File: src/hdl/i128au_pkg.sv
// Package for the 128-bit integer arithmetic unit.
// Holds the opcodes, the input item type and the pipeline stage payload.
// No dependencies.
package i128au_pkg;

  // Dividend width; the divider retires one quotient bit per stage
  localparam int unsigned DIV_BITS = 128;
  localparam int unsigned HALF_W   = 64;

  typedef enum logic [2:0] {
    OP_ADD    = 3'd0,
    OP_SUB    = 3'd1,
    OP_NEG    = 3'd2,
    OP_SEXT   = 3'd3,
    OP_SQUARE = 3'd4,
    OP_UDIV   = 3'd5,
    OP_SDIV   = 3'd6,
    OP_SHIFT  = 3'd7
  } opcode_t;

  typedef struct packed {
    logic [2:0]        opcode;
    logic [63:0]       a_low;
    logic [63:0]       a_high;
    logic [63:0]       b_low;
    logic [63:0]       b_high;
    logic signed [6:0] shift_amount;
  } in_item_t;

  // Payload carried through the divide stages. For divides, work holds the
  // remaining dividend bits on the left and quotient bits shifted in on the
  // right; for every other opcode it holds the finished result.
  typedef struct packed {
    logic         is_div;    // run a restoring step in each divide stage
    logic         neg_quo;   // negate the quotient at the end (signed divide)
    logic         keep_rem;  // report the remainder (unsigned divide)
    logic         dz;        // divide by zero
    logic [127:0] work;
    logic [63:0]  rem;
    logic [63:0]  divisor;
  } stage_t;

endpackage

File: src/hdl/i128au_div_step.sv
// One registered stage of the pipelined 128-by-64 restoring divider.
// Depends on i128au_pkg (stage_t).
module i128au_div_step
  import i128au_pkg::*;
(
  input  logic   clk,
  input  logic   rst,
  input  logic   en,
  input  logic   in_valid,
  input  stage_t in_data,
  output logic   out_valid,
  output stage_t out_data
);

  logic [64:0] diff;
  logic        take;
  stage_t      step;

  // Shift in the next dividend bit and try to subtract the divisor
  always_comb begin
    diff = {in_data.rem, in_data.work[127]} - {1'b0, in_data.divisor};
    take = ~diff[64];
    step = in_data;
    if (in_data.is_div) begin
      step.work = {in_data.work[126:0], take};
      step.rem  = take ? diff[63:0] : {in_data.rem[62:0], in_data.work[127]};
    end
  end

  // Advance on enable; hold on stall
  always_ff @(posedge clk) begin
    if (rst) begin
      out_valid <= 1'b0;
    end else if (en) begin
      out_valid <= in_valid;
    end
  end

  always_ff @(posedge clk) begin
    if (en) begin
      out_data <= step;
    end
  end

endmodule

File: config.mk
export PLATFORM = sky130hd
export DESIGN_NAME = i128au_div_step
export DESIGN_NICKNAME = d
export VERILOG_FILES = /design/src/hdl/i128au_pkg.sv /design/src/hdl/i128au_div_step.sv
export SDC_FILE = /design/constraint.sdc
export NUM_CORES = 1
export LEC_CHECK = 0
export BUFFER_PORTS_ARGS = -buffer_cell sky130_fd_sc_hd__clkbuf_2
export CORE_AREA = 4 4 202 204
export CTS_CLUSTER_DIAMETER = 60
export CTS_CLUSTER_SIZE = 30
export DETAILED_ROUTE_END_ITERATION = 10
export DIE_AREA = 0 0 206 208
export GPL_ROUTABILITY_DRIVEN = 0
export GPL_TIMING_DRIVEN = 0
export PLACE_DENSITY_LB_ADDON = 0.05
export SETUP_SLACK_MARGIN = 0.4
export SLEW_MARGIN = 0
export SYNTH_ARGS = -nofsm -noshare
export SYNTH_HDL_FRONTEND = slang
export SYNTH_SLANG_ARGS = --single-unit
File: constraint.sdc
create_clock -name clk -period 3 [get_ports clk]
set_input_delay 0.15 -clock clk [delete_from_list [all_inputs] [get_ports clk]]
set_output_delay 0.15 -clock clk [all_outputs]
set_load 0.01 [all_outputs]
Word level (Yosys, flattened, before mapping)
Index checks and enable logic that the tools add are counted.
{"block": "op_classes", "n_bitwise": 1, "addsub": 1, "n_mux": 2}
{"cell": "192-bit two-way mux", "count": 1}
{"cell": "65-bit by 64-bit subtractor with 65-bit output", "count": 1}
{"cell": "64-bit two-way mux", "count": 1}
{"cell": "1-bit NOT", "count": 1}
{"block": "totals", "reg_bits": 261, "out_inout_bits": 261, "in_bits": 264, "wordCells": 12}

Longest topological paths before layout
{"block": "depth", "depth_word": 3, "mapped_depth": 15, "mapped_depth_nobuf": 13}

Least setup slack after synthesis
No wires, ideal clock.
{"block": "synth_timing", "path_kind": "in2reg", "start": "input port in_data[255] (netlist name)", "end": "register out_data[122] (netlist name) (data pin)", "required_time_ps": 2725, "n_path_buf": 0, "t_arrival_ps": 2761, "path_stages": 13, "path_slack_ps": -36, "setup_time_ps": 275, "cell_sequence": "inv_1 ha_1 fa_1 nand2b_1 a21oi_2 a221oi_2 o31a_1 o311ai_4 a31oi_2 o41ai_4 a21oi_1 xnor2_1 o221ai_1"}
{"item": "from (decl)", "line_no": "i128au_div_step.sv:10", "text": "input stage_t in_data,"}
{"item": "to (signal assigned)", "line_no": "i128au_div_step.sv:41", "text": "out_data <= step;"}
{"item": "to (decl)", "line_no": "i128au_div_step.sv:12", "text": "output stage_t out_data"}

==> out/metrics.yaml <==
synthesis:
  ys.warnings.count: 0
  post_synth.cell_area_avg_um2: 11.4
  async_flop_share_pct: 0
  yosysUniqueCellTypes: 81
  mappedNetlistArea_um2: 14900
  netlist.area_leader.share_pct: 52.2
  synth_cells: 1315
  synth.ff_latch_count: 261
  area_contributors_post_synth: "edfxtp_1 (52%), mux2_2 (9.5%), ha_1 (5.4%), nand2_1 (3.6%), a31oi_1 (2.7%)"
  yosys.area.top_type: "edfxtp_1"
  synthFlopType: "edfxtp_1"
  synth-edff-count: 260
  synth_fp_nets: 1644
  synth-seq-area-share_pct: 52.4
cts:
  clk_path_buf_depth: 3
  ctsRootBufferMaster: "clkbuf_16"
  cts_tree: "done"
  clk_pin_slew_ns: 0.07
  worst_skew_pair.late_latency_ns: 0.55
  cts_num_sinks: 261
  cts_htree_levels: 1
  cts_bufs_inserted: 26
worst_setup_path:
  critical_path_required_ns: 3.28
  cpMaxStageDelayCell: "o31a_1"
  worst-setup-path-type: "in -> reg"
  setup.worst_path.end_class: "flip-flop"
  ordered_cell_list_for_the_critical_path: "clkbuf_16 > inv_12 > ha_4 > fa_2 > nand2b_4 > a21oi_4 > a221oi_4 > o31a_1 > o311ai_4 > a31oi_4 > o41ai_4 > buf_4 > a211oi_2 > xor2_1 > o21ai_1"
  cpPeakStageDelay_ns: 0.38
  cp.arrival_ns: 2.95
  max_fo_critical_path: 3
  critical_path.n_buffers_inverters: 3
  worst_path_dominant_cell_family: "compound AO/OA/AOI/OAI gates"
  critical_path.startpoint_type: "input pin"
layout:
  total_nets_final: 2532
  syn_to_final_growth_pct: 53.8
  fin_area_um2: 23000
  layout_commonest_cell: "clkbuf_2"
  final_cell_mix: "clkbuf_2 (523), dlygate4sd3_1 (305), edfxtp_1 (260), nand2_1 (141), mux2_2 (126)"
  post_route_cells_drive_above_1_share_pct: 37.4
  finalNonFillerCells: 2754
  fill_cells: 3458
timing:
  grt_setup_unrepaired: "true"
  finalCritPeriodShare_pct: 89.1
  finalSetupViolCount: 0
  hold_vio_cnt_final: 0
  timing.max_slew.rel_slack_pct: 45.5
  final.hold.worst_slack_ns: 0.0503
  highest_attainable_clock_frequency_mhz: 374
  tns_ns: 0
  min_period_ns: 2.67
  worst_pin_slew_ns: 0.818
  final-max-slew-violation-count: 0
  skew_ns: 0
power_and_ir_drop:
  cell_pwr_density_nw_per_um2: 489
  power.ir.vdd_worst_mv: 0.404
  leakagePower_nw: 10.0
drt:
  route.detailed.drc: 0
  drt-initial-drc-count: 691
  dr.pass1.iters: 6
  detail_route.wirelength_um: 55800
  route.detailed.vias_per_inst: 5.02
  routed_wire_length_per_instance_um: 20.3
  drt.antenna.violating_nets: 0
  route.vias.total: 13800
die:
  design.portCount: 525
  floorplan.initialDensity_pct: 38.1
  die-area_um2: 42800
  core.rowCount: 73
  dieHeight_um: 208
  die_w_um: 206
  core-area_um2: 39300
grt:
  wire_length_of_the_first_global_routing_pass_um: 82400
  globalRoute.totalOverflow: 0
  first_global_vias: 14100
  grt.total_usage_pct: 24.7
  antenna_found_initial: 11
  largest_net_degree_at_the_start_of_global_routing: 116
hold_path:
  min-delay-path-class: "in -> reg"
job:
  timing.max_cap.violations: 0
place:
  dp_hpwl_um: 41300
  detailed_place.area_um2: 18500
  portBuffers: 523
  dp_cells: 2365
status:
  outcome: "finished clean"
[what timing repair did]
action                                  4_1_cts  5_1_grt
gates resized for setup                      28       31
endpoints found under the setup margin       65       65
cloned                                        1        0
hold buffers                                305        0
endpoints found under the hold margin       258        0
buffers inserted                             19       10
pin swaps                                    10       15
[where the power goes]
group          switching, mW  total (mW)  internal [mW]
Sequential            0.0953        4.53           4.44
Clock                   1.52        3.63           2.11
Combinational           1.68        3.08           1.40
Total                   3.29        11.2           7.95
[flip-flops by register name (all words and copies together) (netlist names)]
register and count:
out_valid 1, out_data 260
[per-stage QoR]
stage	power (mW)	worst slack, ns	utilization (%)
floorplan	6.08	0.177	-
global placement	7.21	-2.63	46.9
detailed placement	7.20	-0.688	47.1
CTS	11.3	0.280	57.9
global route	11.8	0.198	58.5
finish	11.2	0.328	58.5
[worst reg2reg max path: cells and delay by family, from the launching register on]
kind                   cells  cell delay, ns
buffers and inverters      1            0.55
flip-flops                 1            0.31
multiplexers               1            0.13
AND/OR/NAND/NOR            1            0.06
[worst paths after layout]
check | start | end | slack [ns] | cells after the start
max reg2reg | out_valid | out_valid | 1.84 | 3
min | in_data[92] | out_data[93] | 0.05 | 3
min reg2reg | out_valid | out_valid | 1.06 | 3
max | in_data[255] | out_data[126] | 0.33 | 15
[synth_stat cells (4+ instances only)]
cell,instances
a211oi_1,8
a21o_1,37
a21oi_1,77
a31oi_1,65
and2_1,5
and3_1,11
buf_2,12
buf_4,10
buf_6,7
clkbuf_1,32
edfxtp_1,260
ha_1,64
inv_1,91
mux2_2,126
nand2_1,143
nand2b_1,5
nand3_1,20
nand4_1,20
nor2_1,80
nor2b_1,12
nor3_1,6
o211ai_1,6
o21a_1,8
o21ai_0,42
o21ai_1,19
o21bai_1,16
o221ai_1,6
or2_2,4
xnor2_1,28
xor2_1,24
[logic make-up (layout without fill, tap and decap cells)]
group,Yosys count,count (layout),synth area share (%)
buffers and inverters,159,1067,4.99
AND/OR/NAND/NOR,327,327,10.2
AO/OA/AOI/OAI,321,321,14.0
multiplexers,129,129,9.73
flip-flops,261,261,52.4
XOR/XNOR,53,53,3.23
other,0,6,0
adder cells (fa/ha/maj),65,65,5.49
[final cells by class]
| class | instances | area (um2) | share of cell area [%] |
|---|---|---|---|
| repair buffers | 860 | 5990 | 26.0 |
| multi-input cells | 895 | 6720 | 29.2 |
| plain buffers | 67 | 458 | 1.99 |
| flip-flops and latches | 261 | 7830 | 34.0 |
| inverters | 92 | 370 | 1.61 |
| clock buffers | 27 | 676 | 2.94 |
| well taps | 525 | 657 | 2.86 |
| diodes | 6 | 15.0 | 0.0653 |
| clock inverters | 21 | 282 | 1.22 |
[routing by layer]
| metal | wire (um) | up-vias | track usage [%] |
|---|---|---|---|
| li1 | - | 6652 | - |
| met1 | 22200 | 6613 | 29.8 |
| met5 | 79 | - | 0 |
| met2 | 28000 | 470 | 44.0 |
| met3 | 3740 | 83 | 5.16 |
| met4 | 1750 | 10 | 7.64 |
Note: power is estimated with default switching activity, not from simulation.
